[config.mk]
export PLATFORM = sky130hd
export DESIGN_NAME = keyboard_scancode_assembler_core
export DESIGN_NICKNAME = d
export VERILOG_FILES = /design/src/hdl/kbsa_pkg.sv /design/src/hdl/kbsa_decode.sv /design/src/hdl/keyboard_scancode_assembler_core.sv
export SDC_FILE = /design/constraint.sdc
export NUM_CORES = 1
export LEC_CHECK = 0
export BUFFER_PORTS_ARGS = -buffer_cell sky130_fd_sc_hd__buf_2
export CAP_MARGIN = 20
export CORE_MARGIN = 2
export CORE_UTILIZATION = 30
export CTS_CLUSTER_SIZE = 24
export DETAILED_ROUTE_END_ITERATION = 6
export HOLD_SLACK_MARGIN = 0.03
export SLEW_MARGIN = 20
export SYNTH_ARGS = -nofsm -noshare
export SYNTH_HDL_FRONTEND = slang
export SYNTH_HIERARCHICAL = 1
export SYNTH_SLANG_ARGS = --single-unit
[constraint.sdc]
create_clock -name clock -period 10.55 [get_ports clock]
set_clock_uncertainty 0.15 [all_clocks]
set_input_delay 1.5825 -clock clock [delete_from_list [all_inputs] [get_ports clock]]
set_output_delay 1.5825 -clock clock [all_outputs]
set_load 0.02 [all_outputs]
[src/hdl/kbsa_pkg.sv]
// Shared constants, result type and set 2 translation table for the scancode assembler.
// No dependencies; used by kbsa_decode and keyboard_scancode_assembler_core.
package kbsa_pkg;

   localparam logic [7:0] PFX_PAUSE      = 8'hE1;
   localparam logic [7:0] PFX_EXT        = 8'hE0;
   localparam logic [7:0] PFX_BREAK      = 8'hF0;
   localparam logic [7:0] S1_PRTSC_MAKE  = 8'h2A;
   localparam logic [7:0] S1_PRTSC_BREAK = 8'hB7;
   localparam logic [7:0] KEY_PAUSE      = 8'd119;
   localparam logic [7:0] KEY_PRTSC      = 8'd99;
   localparam logic [7:0] S1_BREAK_BASE  = 8'd128;

   localparam logic SET_ONE = 1'b0;
   localparam logic SET_TWO = 1'b1;

   localparam int ROM_DEPTH = 132;
   localparam logic [7:0] ROM_LAST = 8'd131;

   typedef struct packed {
      logic       done;
      logic [7:0] key_code;
      logic       released;
      logic [2:0] next_count;
   } kbsa_result_type;

   localparam logic [7:0] SET2_ROM [ROM_DEPTH] = '{
      8'd0,  8'd67, 8'd0,  8'd63, 8'd61, 8'd59, 8'd60, 8'd88,
      8'd0,  8'd68, 8'd66, 8'd64, 8'd62, 8'd15, 8'd41, 8'd0,
      8'd0,  8'd56, 8'd42, 8'd0,  8'd29, 8'd16, 8'd2,  8'd0,
      8'd0,  8'd0,  8'd44, 8'd31, 8'd30, 8'd17, 8'd3,  8'd0,
      8'd0,  8'd46, 8'd45, 8'd32, 8'd18, 8'd5,  8'd4,  8'd0,
      8'd0,  8'd57, 8'd47, 8'd33, 8'd20, 8'd19, 8'd6,  8'd0,
      8'd0,  8'd49, 8'd48, 8'd35, 8'd34, 8'd21, 8'd7,  8'd0,
      8'd0,  8'd0,  8'd50, 8'd36, 8'd22, 8'd8,  8'd9,  8'd0,
      8'd0,  8'd51, 8'd37, 8'd23, 8'd24, 8'd11, 8'd10, 8'd0,
      8'd0,  8'd52, 8'd53, 8'd38, 8'd39, 8'd25, 8'd12, 8'd0,
      8'd0,  8'd0,  8'd40, 8'd0,  8'd26, 8'd13, 8'd0,  8'd0,
      8'd58, 8'd54, 8'd28, 8'd27, 8'd0,  8'd43, 8'd0,  8'd0,
      8'd0,  8'd0,  8'd0,  8'd0,  8'd0,  8'd0,  8'd14, 8'd0,
      8'd0,  8'd79, 8'd0,  8'd75, 8'd71, 8'd0,  8'd0,  8'd0,
      8'd82, 8'd83, 8'd80, 8'd76, 8'd77, 8'd72, 8'd1,  8'd69,
      8'd87, 8'd78, 8'd81, 8'd74, 8'd55, 8'd73, 8'd70, 8'd0,
      8'd0,  8'd0,  8'd0,  8'd65
   };

   function automatic logic [7:0] set2_lookup(input logic [7:0] code);
      logic [7:0] key;
      key = 8'd0;
      if (code <= ROM_LAST) begin
         key = SET2_ROM[code];
      end
      return key;
   endfunction

endpackage

[src/hdl/kbsa_decode.sv]
// Combinational decode of one scancode byte against the partial sequence.
// Depends on kbsa_pkg for prefix constants, the set 2 table and the result type.
module kbsa_decode (
   input  logic                      scan_set,
   input  logic [2:0]                byte_count,
   input  logic [7:0]                first_byte,
   input  logic [7:0]                second_byte,
   input  logic [7:0]                scan_byte,
   output logic [7:0]                first_out,
   output logic [7:0]                second_out,
   output kbsa_pkg::kbsa_result_type result
);

   logic [3:0] n;
   logic [7:0] b0;
   logic [7:0] b1;
   logic       done;
   logic [7:0] key;
   logic       rel;

   assign n  = {1'b0, byte_count} + 4'd1;
   assign b0 = (byte_count == 3'd0) ? scan_byte : first_byte;
   assign b1 = (byte_count == 3'd1) ? scan_byte : second_byte;
   assign first_out  = b0;
   assign second_out = b1;

   always_comb begin
      done = 1'b0;
      key  = 8'd0;
      rel  = 1'b0;
      if (scan_set == kbsa_pkg::SET_ONE) begin
         if (b0 == kbsa_pkg::PFX_PAUSE) begin
            done = (n == 4'd6);
            key  = kbsa_pkg::KEY_PAUSE;
         end else if (b0 == kbsa_pkg::PFX_EXT) begin
            if (b1 == kbsa_pkg::S1_PRTSC_MAKE || b1 == kbsa_pkg::S1_PRTSC_BREAK) begin
               done = (n == 4'd4);
               key  = kbsa_pkg::KEY_PRTSC;
               rel  = (b1 == kbsa_pkg::S1_PRTSC_BREAK);
            end else begin
               done = (n == 4'd2);
            end
         end else begin
            done = (n == 4'd1);
            if (b0 > kbsa_pkg::S1_BREAK_BASE) begin
               // break code: strip the top bit
               key = {1'b0, b0[6:0]};
               rel = 1'b1;
            end else begin
               key = b0;
            end
         end
      end else begin
         if (b0 == kbsa_pkg::PFX_PAUSE) begin
            done = (n == 4'd8);
         end else if (b0 == kbsa_pkg::PFX_EXT) begin
            if (b1 == kbsa_pkg::PFX_BREAK) begin
               done = (n == 4'd3);
               rel  = 1'b1;
            end else begin
               done = (n == 4'd2);
            end
         end else if (b0 == kbsa_pkg::PFX_BREAK) begin
            done = (n == 4'd2);
            key  = kbsa_pkg::set2_lookup(b1);
            rel  = 1'b1;
         end else begin
            done = (n == 4'd1);
            key  = kbsa_pkg::set2_lookup(b0);
         end
      end
   end

   assign result.done       = done;
   assign result.key_code   = done ? key : 8'd0;
   assign result.released   = done & rel;
   assign result.next_count = done ? 3'd0 : n[2:0];

endmodule

[src/hdl/keyboard_scancode_assembler_core.sv]
// Top level of the keyboard scancode assembler: input word register, decode, result register.
// Depends on kbsa_pkg and kbsa_decode.
//
// Usage:
//   req_*  : one raw keyboard scancode byte per word (tdata[7:0] = scan_byte).
//   rsp_*  : one word per completed sequence, tdata[7:0] = key_code, tuser[0] = released.
//            Bytes that only extend a sequence (prefixes, pause tail bytes) give no word.
//   csr_*  : write of scan_set (0 = set 1 rules, 1 = set 2 rules). A write also drops
//            any partial sequence. Write only while the block is idle.
// Timing:
//   A byte taken into the input register is decoded against the held sequence state and,
//   once the result slot is free, its result word is registered and shown from then on.
//   One byte per cycle is sustained while the result slot is free; the decode pass is a
//   single level of compare and table logic between the two registers.
// Reset:
//   Synchronous, active high. Clears scan_set, sequence state and both valid flags.
// Stall:
//   While rsp_tvalid is high and rsp_tready low the result word holds; a byte already in
//   the input register waits there, and req_tready drops once that register is full.
module keyboard_scancode_assembler_core (
   input  logic       clock,
   input  logic       reset,
   input  logic       req_tvalid,
   output logic       req_tready,
   input  logic [7:0] req_tdata,   // [7:0] scan_byte
   output logic       rsp_tvalid,
   input  logic       rsp_tready,
   output logic [7:0] rsp_tdata,   // [7:0] key_code
   output logic [0:0] rsp_tuser,   // [0] released
   input  logic       csr_valid,
   output logic       csr_ready,
   input  logic [0:0] csr_data     // [0] scan_set
);

   // input word register
   logic       in_valid_ff, in_valid_in;
   logic [7:0] in_byte_ff,  in_byte_in;

   // sequence state
   logic       scan_set_ff,    scan_set_in;
   logic [7:0] first_byte_ff,  first_byte_in;
   logic [7:0] second_byte_ff, second_byte_in;
   logic [2:0] byte_count_ff,  byte_count_in;

   // result word register
   logic       rsp_valid_ff, rsp_valid_in;
   logic [7:0] rsp_key_ff,   rsp_key_in;
   logic       rsp_rel_ff,   rsp_rel_in;

   logic       out_free;
   logic       step;
   logic       req_take;
   logic       csr_take;
   logic [7:0] first_dec;
   logic [7:0] second_dec;
   kbsa_pkg::kbsa_result_type dec;

   kbsa_decode u_decode (
      .scan_set    (scan_set_ff),
      .byte_count  (byte_count_ff),
      .first_byte  (first_byte_ff),
      .second_byte (second_byte_ff),
      .scan_byte   (in_byte_ff),
      .first_out   (first_dec),
      .second_out  (second_dec),
      .result      (dec)
   );

   // the result slot is free when empty or being drained this cycle
   assign out_free   = !rsp_valid_ff || rsp_tready;
   assign step       = in_valid_ff && out_free;
   assign req_tready = !in_valid_ff || out_free;
   assign req_take   = req_tvalid && req_tready;
   assign csr_ready  = 1'b1;
   assign csr_take   = csr_valid;

   always_comb begin
      in_valid_in    = in_valid_ff;
      in_byte_in     = in_byte_ff;
      scan_set_in    = scan_set_ff;
      first_byte_in  = first_byte_ff;
      second_byte_in = second_byte_ff;
      byte_count_in  = byte_count_ff;
      rsp_valid_in   = rsp_valid_ff;
      rsp_key_in     = rsp_key_ff;
      rsp_rel_in     = rsp_rel_ff;

      // drop the shown word once taken
      if (rsp_valid_ff && rsp_tready) begin
         rsp_valid_in = 1'b0;
      end

      // advance the held byte through decode
      if (step) begin
         in_valid_in    = 1'b0;
         first_byte_in  = first_dec;
         second_byte_in = second_dec;
         byte_count_in  = dec.next_count;
         if (dec.done) begin
            rsp_valid_in = 1'b1;
            rsp_key_in   = dec.key_code;
            rsp_rel_in   = dec.released;
         end
      end

      if (req_take) begin
         in_valid_in = 1'b1;
         in_byte_in  = req_tdata;
      end

      // a mode change abandons any partial sequence
      if (csr_take) begin
         scan_set_in   = csr_data[0];
         byte_count_in = 3'd0;
      end
   end

   always_ff @(posedge clock) begin
      if (reset) begin
         in_valid_ff    <= 1'b0;
         rsp_valid_ff   <= 1'b0;
         scan_set_ff    <= kbsa_pkg::SET_ONE;
         first_byte_ff  <= 8'd0;
         second_byte_ff <= 8'd0;
         byte_count_ff  <= 3'd0;
      end else begin
         in_valid_ff    <= in_valid_in;
         rsp_valid_ff   <= rsp_valid_in;
         scan_set_ff    <= scan_set_in;
         first_byte_ff  <= first_byte_in;
         second_byte_ff <= second_byte_in;
         byte_count_ff  <= byte_count_in;
      end
   end

   always_ff @(posedge clock) begin
      in_byte_ff <= in_byte_in;
      rsp_key_ff <= rsp_key_in;
      rsp_rel_ff <= rsp_rel_in;
   end

   assign rsp_tvalid   = rsp_valid_ff;
   assign rsp_tdata    = rsp_key_ff;
   assign rsp_tuser[0] = rsp_rel_ff;

endmodule

==> metrics.cfg, run 1 <==
[floorplan]
initial_core_util_pct=30.5
fp.dieH_microns=139
fp.dieW_microns=139
io_pins=26
row_count=49
die_area_sq_mm=0.0194
coreArea_sq_mm=0.0180

[setup_path]
startpoint=byte_count_ff[1]
arrival_ns=5.53
cp_slowest_cell=mux2i_1
crit_path_max_fanout=23
path_cells=inv_1 -> ha_1 -> and2b_1 -> mux2i_1 -> ha_1 -> nor4b_4 -> nand3_1 -> and4_1 -> a211oi_2 -> and3_1
reg2reg_depth=10
path_common_cell=ha_1
cp.depth=10
path_buf_inv=1
endpoint=rsp_tdata[0]
critPathCaptureType=flip-flop
critPathMaxStageDelay_ns=0.85
crit_required_ns=10.35
r2r_end=rsp_tdata[0]
worstSetupStartpointType=flip-flop
rrSetupSlack_ns=4.82
crit_family=simple AND/OR/NAND/NOR gates
path_class=reg2reg
timing.rr.start=byte_count_ff[1]

[cts]
ctsResizeCount=0
path_clk_slew_ns=0.06
cts_setup_buffers=0
cts_max_level=2
cts_root_buf=clkbuf_16
clock-sinks=39
ctsHoldBuffers=0
cts_tree=done
clock_path_buffers=2
cts-buffers-inserted=5
insertion_delay_ns=0.30

[synthesis]
async_reset_ff_share_pct=0
synth_warnings=6
synth-main-ff-cell=dfxtp_1
syn-num-nets=777
avgSynthCellArea_sq_um=7.39
synth_edf_count=17
synth-seq-cells=39
synth.distinct_cells=86
synth_cells=742
synth_area_sq_mm=0.00549
yosysSeqAreaShare_pct=17.3

[cells_and_area]
seqCellArea_sq_um=951
final_cell_area_sq_mm=0.00584
drive_gt1_share_pct=10.1
area_growth_pct=6.52
fillCellCount=1919
nets=754
multi_input_area_sq_mm=0.00410

[routing]
drt-total-wl_microns=21400
viasPerCell=6.60
wl_per_cell_microns=22.5
vias=6269
dr.pass1.iters=6
ant_nets=0
drc_errors=0
first_iter_violations=1259

[timing]
period_share_pct=54.3
setup-tns-final_ns=0
fmax_ghz=0.175
hold_viol=0
relSlewSlack_pct=35.7
slew_viol_final=0
rsz0062_at_grt=false
tightest_slew_ns=0.937
layout_min_cycle_time_ns=5.73
report.final.setup_viol=0

[global_route]
grt_first_pass_wirelength_microns=32900
grt_usage_pct=21.1
grt-ovfl-total=0
grt_max_degree=33
antenna_found_initial=1
grt_pass1_vias=5537

[place]
placed_area_sq_mm=0.00567
io_buffers=24
dp_hpwl_microns=15400
gp_congestion=0.958

[power]
p_leak_nw=2.16
p_per_area_mw_per_mm2=79.1
ir_worst_vdd_v=0.0000771

[status]
outcome=finished, final reports clean

[job]
drv_cap=0

[worst_hold_path]
hp-class=reg2reg

-- power breakdown --
group          internal, mW  switching (mW)  total [mW]
Combinational        0.0360          0.0731       0.109
Sequential            0.165          0.0118       0.177
Clock                 0.112          0.0641       0.177
-- cell usage after synthesis, types with 7 or more instances --
cell	count	area, sq um
a221oi_1	8	70.1
nand2_1	54	203
nor3_1	8	40.0
nor2b_1	9	56.3
nand4_1	8	50.1
and2_1	7	43.8
o211a_1	9	90.1
a21oi_1	55	275
inv_1	33	124
nand2b_1	14	87.6
o221ai_1	8	70.1
nand3_1	38	190
and3_1	10	62.6
clkbuf_1	34	128
o2111ai_1	7	61.3
buf_2	19	95.1
o21ai_0	56	280
o211ai_1	16	120
edfxtp_1	17	510
mux2_2	9	101
nor2_1	55	206
mux2i_1	34	340
ha_1	21	263
a211oi_1	19	143
a31oi_1	23	144
dfxtp_1	22	440
-- worst min path at each step --
stage	end	slack [ns]	from	cells after the start
floorplan	first_byte_ff[3]	0.30	first_byte_ff[3]	2
finish	first_byte_ff[7]	0.38	first_byte_ff[7]	2
CTS	first_byte_ff[7]	0.38	first_byte_ff[7]	2
global route	second_byte_ff[7]	0.42	second_byte_ff[7]	2
detailed placement	first_byte_ff[7]	0.37	first_byte_ff[7]	2
global placement	first_byte_ff[7]	0.36	first_byte_ff[7]	2
-- area by class of cell --
type                       count  area share (%)
clock buffer                   5            2.14
clock inverter                 3           0.771
antenna                        1          0.0428
sequential                    39            16.3
timing repair buffer          35            3.47
inverter                      35            2.25
multi-input combinational    603            70.1
tap                          229            4.90
-- registers in the layout, indices dropped and copies added, names as in the netlist --
name / count
in_valid_ff: 1
byte_count_ff: 3
second_byte_ff: 8
first_byte_ff: 8
scan_set_ff: 1
rsp_tvalid: 1
in_byte_ff: 8
rsp_tdata: 8
rsp_tuser: 1
-- tightest hold or removal path, stage by stage (launching register included) --
cell and delay [ns]:
dfxtp_1 0.33, o21ai_0 0.08, a21oi_1 0.07
-- metal layers --
layer  track usage, %  vias to the layer above  share of wire [%]
li1                 -                     2818                  -
met1             31.2                     2874                 43
met2             29.6                      489                 41
met3             4.68                       88                 13
met4             8.03                        0                3.9
met5                0                        -                  0
-- stage by stage --
stage / util [%] / hold WS, ns / power, mW / instances / worst slack [ns]
5_1_grt: 32.5 / 0.423 / 0.480 / 950 / 4.45
6_report: 32.5 / 0.378 / 0.462 / 950 / 4.82
4_1_cts: 32.5 / 0.378 / 0.462 / 949 / 4.94
3_3_place_gp: 31.6 / 0.356 / 0.285 / 941 / 5.20
2_1_floorplan: - / 0.303 / 0.249 / 742 / 6.17
3_5_place_dp: 31.6 / 0.369 / 0.284 / 941 / 5.00
-- logic make-up after synthesis --
logic type / after synthesis / share of synthesized area [%]
AOI/OAI and AO/OA: 281 / 35.3
and+or+nand+nor: 254 / 25.7
buffers and inverters: 100 / 8.05
muxes: 45 / 8.58
DFF: 39 / 17.3
adders and majority gates: 21 / 4.79
other: 1 / 0.0684
xor gates and xnor gates: 1 / 0.160
-- layout by cell type (no fill, tap or decap), drive strengths merged, types with 5 or more instances in the layout --
cell type | synthesis | routed
clkbuf | 38 | 5
o21ai | 61 | 61
nor4b | 5 | 5
buf | 27 | 35
a211o | 5 | 5
nor4 | 7 | 7
a31oi | 23 | 23
nor4bb | 5 | 5
o311ai | 6 | 6
o211a | 9 | 9
and2 | 8 | 8
dfxtp | 22 | 22
nand2 | 54 | 54
edfxtp | 17 | 17
o221ai | 8 | 8
o2111ai | 7 | 7
nand2b | 15 | 15
nand3 | 38 | 38
ha | 21 | 21
o211ai | 16 | 16
nor3b | 5 | 5
a211oi | 20 | 20
o22ai | 6 | 6
nand4 | 8 | 8
inv | 35 | 37
nor2b | 9 | 9
and3 | 10 | 10
a221oi | 8 | 8
a2111oi | 5 | 5
a21oi | 56 | 56
nor3 | 8 | 8
mux2 | 10 | 10
mux2i | 35 | 35
nor2 | 55 | 55
No activity file was read; power rests on OpenSTA's default activity.
==> inputs of run 2 (changes only) <==
Settings changed: ABC_AREA set to 1.
Clock period 10.55 ns to 6 ns, I/O delays scaled along.
==> run 2 against run 1 <==
Worst setup slack lost 2.9 ns. Non-clock buffer count shrank 6. Flip-flop and latch count did not move. Clock-buffer cell count up 1. Synthesized cell count grew 21%. Via count is 9.8% lower. Die area shrank 9.0%. Final cell count is 17% higher. Sequential share of layout area rose by 1.6 points. Critical path depth up 3. Register-to-register slack got worse by 2.9 ns. Critical path type unchanged.
==> metrics.cfg, run 2 <==
[status]
outcome=finished, final reports clean  ; unchanged

[cells_and_area]
multi_input_area_sq_mm=0.00341  ; was 0.00410 sq mm
mostFrequentLayoutCell=nand2_1  ; was o21ai_0
diodes=0  ; was 1
nets=921  ; was 754
fillCellCount=1834  ; was 1,919
area_growth_pct=6.71  ; was 6.52%
seqCellArea_sq_um=951  ; unchanged
drive_gt1_share_pct=8.91  ; was 10.1%
final_cell_mix=nand2_1, nand3_1, inv_1  ; was o21ai_0, a21oi_1, nor2_1
final_cell_area_sq_mm=0.00531  ; was 0.00584 sq mm

[place]
placed_area_sq_mm=0.00515  ; was 0.00567 sq mm
dp_hpwl_microns=11400  ; was 15,400 microns
place_ws_ns=1.97  ; was 5.00 ns
io_buffers=24  ; unchanged
gp_congestion=0.958  ; about the same

[synthesis]
yosysTopAreaCell=nand2_1  ; was edfxtp_1
yosysSeqAreaShare_pct=19.1  ; was 17.3%
synth_top_family_by_area=simple AND/OR/NAND/NOR gates  ; was compound AO/OA/AOI/OAI gates
synth_area_sq_mm=0.00498  ; was 0.00549 sq mm
synth_common_cells=nand2_1, nand3_1, inv_1  ; was o21ai_0, a21oi_1, nor2_1
synthXorXnorAreaFrac_pct=0.176  ; was 0.160%
synth_warnings=6  ; unchanged
synth_top_area_share_pct=25.5  ; was 9.31%
synth-seq-cells=39  ; unchanged
synth.most_common_cell=nand2_1  ; was o21ai_0
synth-main-ff-cell=dfxtp_1  ; unchanged
yosys.area_share.simple_pct=49.2  ; was 25.7%
synth_edf_count=17  ; unchanged
synth.distinct_cells=39  ; was 86
synth_cells=895  ; was 742
syn-num-nets=930  ; was 777
synth.area.mux_share_pct=0  ; was 8.58%
synthAdderAreaFrac_pct=5.28  ; was 4.79%
synth_area_leaders=nand2_1, nand3_1, edfxtp_1  ; was edfxtp_1, dfxtp_1, mux2i_1
synth_compound_area_share_pct=13.7  ; was 35.3%
async_reset_ff_share_pct=0  ; unchanged
avgSynthCellArea_sq_um=5.56  ; was 7.39 sq um

[routing]
vias=5656  ; was 6,269
first_iter_violations=726  ; was 1,259
wl_per_cell_microns=13.8  ; was 22.5 microns
drt-total-wl_microns=15300  ; was 21,400 microns
ant_nets=0  ; unchanged
viasPerCell=5.11  ; was 6.60
drc_errors=0  ; unchanged
dr.pass1.iters=7  ; was 6

[worst_hold_path]
min_from=second_byte_ff[5]  ; was first_byte_ff[7]
holdPathEnd=second_byte_ff[5]  ; was first_byte_ff[7]
hp-class=reg2reg  ; unchanged
whs_path_depth=2  ; unchanged

[setup_path]
crit_required_ns=5.76  ; was 10.35 ns
r2r_end=rsp_tdata[4]  ; was rsp_tdata[0]
crit_path_max_fanout=21  ; was 23
crit_family=simple AND/OR/NAND/NOR gates  ; unchanged
critPathCaptureType=flip-flop  ; unchanged
worstSetupStartpointType=flip-flop  ; unchanged
cp_slowest_cell=o21ai_2  ; was mux2i_1
path_cells=ha_1 -> nand2_2 -> o21ai_2 -> nand2_1 -> inv_2 -> nand3_1 -> nand3_1 -> nand2_1 -> nor2_1 -> nor2_2 -> nand2_2 -> inv_1 -> nor2_1  ; was inv_1 -> ha_1 -> and2b_1 -> mux2i_1 -> ha_1 -> nor4b_4 -> nand3_1 -> and4_1 -> a211oi_2 -> and3_1
reg2reg_depth=13  ; was 10
timing.rr.start=byte_count_ff[0]  ; was byte_count_ff[1]
path_buf_inv=2  ; was 1
path_class=reg2reg  ; unchanged
rrSetupSlack_ns=1.93  ; was 4.82 ns
critPathMaxStageDelay_ns=0.78  ; was 0.85 ns
arrival_ns=3.83  ; was 5.53 ns

[floorplan]
initial_core_util_pct=30.3  ; was 30.5%
die_area_sq_mm=0.0176  ; was 0.0194 sq mm
row_count=47  ; was 49
coreArea_sq_mm=0.0164  ; was 0.0180 sq mm
fp.dieH_microns=133  ; was 139 microns
io_pins=26  ; unchanged
fp.dieW_microns=133  ; was 139 microns

[cts]
cts_root_buf=clkbuf_16  ; unchanged
clock_path_buffers=2  ; unchanged
clock-sinks=39  ; unchanged
path_clk_slew_ns=0.06  ; about the same
cts-buffers-inserted=5  ; unchanged
ctsResizeCount=0  ; unchanged
ctsHoldBuffers=0  ; unchanged
cts_max_level=2  ; unchanged
insertion_delay_ns=0.29  ; was 0.30 ns
cts_tree=done  ; unchanged
cts_setup_buffers=0  ; unchanged

[global_route]
grt_pass1_vias=5147  ; was 5,537
grt_first_pass_wirelength_microns=25100  ; was 32,900 microns
grt_max_degree=41  ; was 33
antenna_found_initial=0  ; was 1
grt_usage_pct=17.1  ; was 21.1%
grt-ovfl-total=0  ; unchanged

[timing]
period_share_pct=67.8  ; was 54.3%
hold_viol=0  ; unchanged
slew_viol_final=0  ; unchanged
relSlewSlack_pct=36.4  ; was 35.7%
tightest_slew_ns=0.951  ; was 0.937 ns
hold_ws_ns=0.331  ; was 0.378 ns
layout_min_cycle_time_ns=4.07  ; was 5.73 ns
rsz0062_at_grt=false  ; unchanged
fmax_ghz=0.246  ; was 0.175 GHz
report.final.setup_viol=0  ; unchanged
setup-tns-final_ns=0  ; unchanged
setup_slack_ns=1.93  ; was 4.82 ns

[power]
p_leak_nw=2.66  ; was 2.16 nW
p_per_area_mw_per_mm2=212  ; was 79.1 mW/mm^2
power.total_mw=1.12  ; was 0.462 mW
ir_worst_vdd_v=0.000104  ; was 0.0000771 V

[job]
drv_cap=0  ; unchanged

==> run 2: cell families after synthesis <==
logic type | count (synthesis)
and+or+nand+nor | 577
buffers and inverters | 139
AOI/OAI and AO/OA | 117
DFF | 39
adders and majority gates | 21
xor gates and xnor gates | 1
other | 1
==> run 2: worst min-delay path, delay by kind of cell, from the launching register on <==
family / cells / cell delay (ns)
flops: 1 / 0.32
simple gates: 1 / 0.08
compound gates: 1 / 0.04
==> run 2: final cells by class <==
type / instances / share of cell area, %
multi-input combinational: 717 / 64.2
sequential: 39 / 17.9
inverter: 94 / 6.69
tap: 220 / 5.18
timing repair buffer: 29 / 2.97
clock buffer: 6 / 2.83
clock inverter: 2 / 0.236
==> run 2: worst max path at each step <==
stage	start	endpoint	slack [ns]	cells past startpoint
3_5_place_dp	byte_count_ff[0]	rsp_tdata[7]	1.97	13
2_1_floorplan	byte_count_ff[0]	rsp_tdata[0]	2.52	18
4_1_cts	byte_count_ff[0]	rsp_tdata[4]	1.95	13
6_report	byte_count_ff[0]	rsp_tdata[4]	1.93	13
3_3_place_gp	byte_count_ff[0]	rsp_tdata[6]	2.07	15
5_1_grt	byte_count_ff[0]	rsp_tdata[1]	1.51	15
==> run 2: power by group <==
group	leakage [nW]	internal, mW	total, mW	switching, mW
combinational	2.24	0.159	0.524	0.365
clock	0.0800	0.179	0.290	0.111
sequential	0.343	0.298	0.310	0.0124
==> run 2: through the flow <==
step / utilization (%) / instances
6_report: 32.4 / 1107
5_1_grt: 32.4 / 1107
4_1_cts: 32.4 / 1107
3_5_place_dp: 31.4 / 1099
3_3_place_gp: 31.4 / 1099
2_1_floorplan: - / 895
==> run 2: metal layers <==
layer / vias up / GRT usage (%) / wire length, microns
met5: - / 0 / 0
met4: 0 / 5.85 / 351
met3: 38 / 2.61 / 1190
met2: 282 / 26.1 / 6510
met1: 2475 / 24.5 / 7230
li1: 2861 / - / -
==> inputs of run 3 (changes only) <==
Clock period 6 ns to 3.9 ns, I/O delays scaled along.
==> run 3 against run 2 <==
Clock power increased by 55%. Clock-buffer cell count unchanged. Worst hold slack got worse by 0.016 ns. Global-route usage increased by 0.40 points. Design area increased by 2.0%. First-iteration DRC count increased by 7.9%. Core utilization increased by 0.66 points. Worst setup slack got worse by 1.6 ns. Critical path type unchanged. Largest power group unchanged. Highest routed layer unchanged.
==> metrics.cfg, run 3 (synthesized netlist as in run 2, its figures left out) <==
[status]
outcome=finished, final reports clean  ; unchanged

[power]
ir_worst_vdd_v=0.000150  ; was 0.000104 V
p_per_area_mw_per_mm2=324  ; was 212 mW/mm^2
p_leak_nw=2.73  ; was 2.66 nW
power.total_mw=1.76  ; was 1.12 mW

[place]
placed_area_sq_mm=0.00525  ; was 0.00515 sq mm
gp_congestion=0.965  ; was 0.958
place_ws_ns=0.236  ; was 1.97 ns
dp_hpwl_microns=11700  ; was 11,400 microns
io_buffers=24  ; unchanged

[global_route]
antenna_found_initial=0  ; unchanged
grt-ovfl-total=0  ; unchanged
grt_max_degree=33  ; was 41
grt_pass1_vias=5200  ; was 5,147
grt_first_pass_wirelength_microns=25500  ; was 25,100 microns
grt_usage_pct=17.5  ; was 17.1%

[setup_path]
critPathCaptureType=flip-flop  ; unchanged
path_buf_inv=5  ; was 2
path_common_cell=nand2_1
path_class=reg2reg  ; unchanged
crit_family=simple AND/OR/NAND/NOR gates  ; unchanged
crit_required_ns=3.75  ; was 5.76 ns
path_cells=inv_1 -> ha_1 -> nand2_4 -> nand2_1 -> nand2_2 -> nor2_2 -> nand2_1 -> inv_1 -> nand2_2 -> inv_2 -> nand2_1 -> nand2_1 -> nand2_1 -> nand2_1 -> nand2_1 -> nand2_2 -> inv_1 -> nor2_1 -> buf_4  ; was ha_1 -> nand2_2 -> o21ai_2 -> nand2_1 -> inv_2 -> nand3_1 -> nand3_1 -> nand2_1 -> nor2_1 -> nor2_2 -> nand2_2 -> inv_1 -> nor2_1
crit_path_max_fanout=17  ; was 21
arrival_ns=3.46  ; was 3.83 ns
critPathMaxStageDelay_ns=0.38  ; was 0.78 ns
worstSetupStartpointType=flip-flop  ; unchanged
cp_slowest_cell=dfxtp_1  ; was o21ai_2

[timing]
period_share_pct=92.6  ; was 67.8%
slew_viol_final=0  ; unchanged
setup_slack_ns=0.287  ; was 1.93 ns
report.final.setup_viol=0  ; unchanged
setup-tns-final_ns=0  ; unchanged
layout_min_cycle_time_ns=3.61  ; was 4.07 ns
rsz0062_at_grt=false  ; unchanged
relSlewSlack_pct=44.4  ; was 36.4%
tightest_slew_ns=0.833  ; was 0.951 ns
hold_viol=0  ; unchanged
fmax_ghz=0.277  ; was 0.246 GHz

[cells_and_area]
utilization_pct=33.0  ; was 32.4%
mostFrequentLayoutCell=nand2_1  ; unchanged
final_cell_area_sq_mm=0.00542  ; was 0.00531 sq mm
diodes=0  ; unchanged
final_cell_mix=nand2_1, nand3_1, inv_1  ; unchanged
area_growth_pct=8.90  ; was 6.71%
drive_gt1_share_pct=10.4  ; was 8.91%
nets=934  ; was 921

[cts]
cts_setup_buffers=0  ; unchanged
clock_path_buffers=2  ; unchanged
path_clk_slew_ns=0.06  ; about the same
clock-sinks=39  ; unchanged
cts-buffers-inserted=5  ; unchanged
cts_max_level=2  ; unchanged
cts_root_buf=clkbuf_16  ; unchanged
cts_tree=done  ; unchanged
insertion_delay_ns=0.29  ; about the same

[floorplan]
die_area_sq_mm=0.0176  ; unchanged
row_count=47  ; unchanged
io_pins=26  ; unchanged
coreArea_sq_mm=0.0164  ; unchanged
fp.dieW_microns=133  ; unchanged
initial_core_util_pct=30.3  ; unchanged
fp.dieH_microns=133  ; unchanged

[routing]
wl_per_cell_microns=13.9  ; was 13.8 microns
vias=5776  ; was 5,656
ant_nets=0  ; unchanged
drc_errors=0  ; unchanged
viasPerCell=5.16  ; was 5.11
dr.pass1.iters=6  ; was 7
drt-total-wl_microns=15600  ; was 15,300 microns
first_iter_violations=783  ; was 726

[worst_hold_path]
hp-class=in2reg  ; was reg2reg

[job]
drv_cap=0  ; unchanged

==> run 3: path summary, 6_finish.rpt <==
path,endpoint,start,slack [ns],cells after the start
worst max-delay path,rsp_tuser,byte_count_ff[0],0.29,19
worst min-delay path,in_byte_ff[5],req_tdata[5],0.32,1
worst max register to register,rsp_tuser,byte_count_ff[0],0.29,19
worst min register to register,second_byte_ff[6],second_byte_ff[6],0.33,2
==> run 3: metal layers <==
metal | GRT usage (%) | wire, microns | vias up
met3 | 2.95 | 1300 | 42
li1 | - | - | 2891
met1 | 24.5 | 7150 | 2526
met4 | 5.38 | 323 | 0
met2 | 27.5 | 6840 | 317
met5 | 0 | 0 | -
==> run 3: layout make-up <==
cell class / count / area (sq um)
Clock buffer: 6 / 150
Clock inverter: 2 / 12.5
Fill cell: 1838 / 11000
Inverter: 94 / 355
Multi-Input combinational cell: 717 / 3420
Sequential cell: 39 / 951
Tap cell: 220 / 275
Timing Repair Buffer: 42 / 255
==> run 3: worst reg2reg max path: stages, from the launching register on <==
cell     delay, ns
dfxtp_1       0.38
inv_1         0.11
ha_1          0.38
nand2_4       0.20
nand2_1       0.14
nand2_2       0.22
nor2_2        0.27
nand2_1       0.10
inv_1         0.12
nand2_2       0.11
inv_2         0.11
nand2_1       0.07
nand2_1       0.07
nand2_1       0.05
nand2_1       0.05
nand2_1       0.06
nand2_2       0.26
inv_1         0.09
nor2_1        0.16
buf_4         0.20
==> run 3: stage by stage <==
stage                     instances  hold WS (ns)
after floorplan                 895         0.302
after global placement         1112         0.320
after detailed placement       1112         0.328
after CTS                      1120         0.308
after global routing           1120         0.312
final                          1120         0.316
==> run 3: power by group <==
| part | switching, mW | internal (mW) |
|---|---|---|
| Combinational | 0.563 | 0.260 |
| Sequential | 0.0231 | 0.458 |
| Clock | 0.174 | 0.276 |
| Total | 0.760 | 0.995 |
==> run 3: what timing repair did <==
| action | CTS | global route |
|---|---|---|
| hold buffers | 0 | 0 |
| endpoints found under the setup margin | 0 | 11 |
| hold endpoints to repair | 0 | 0 |
| resized for setup | 0 | 3 |
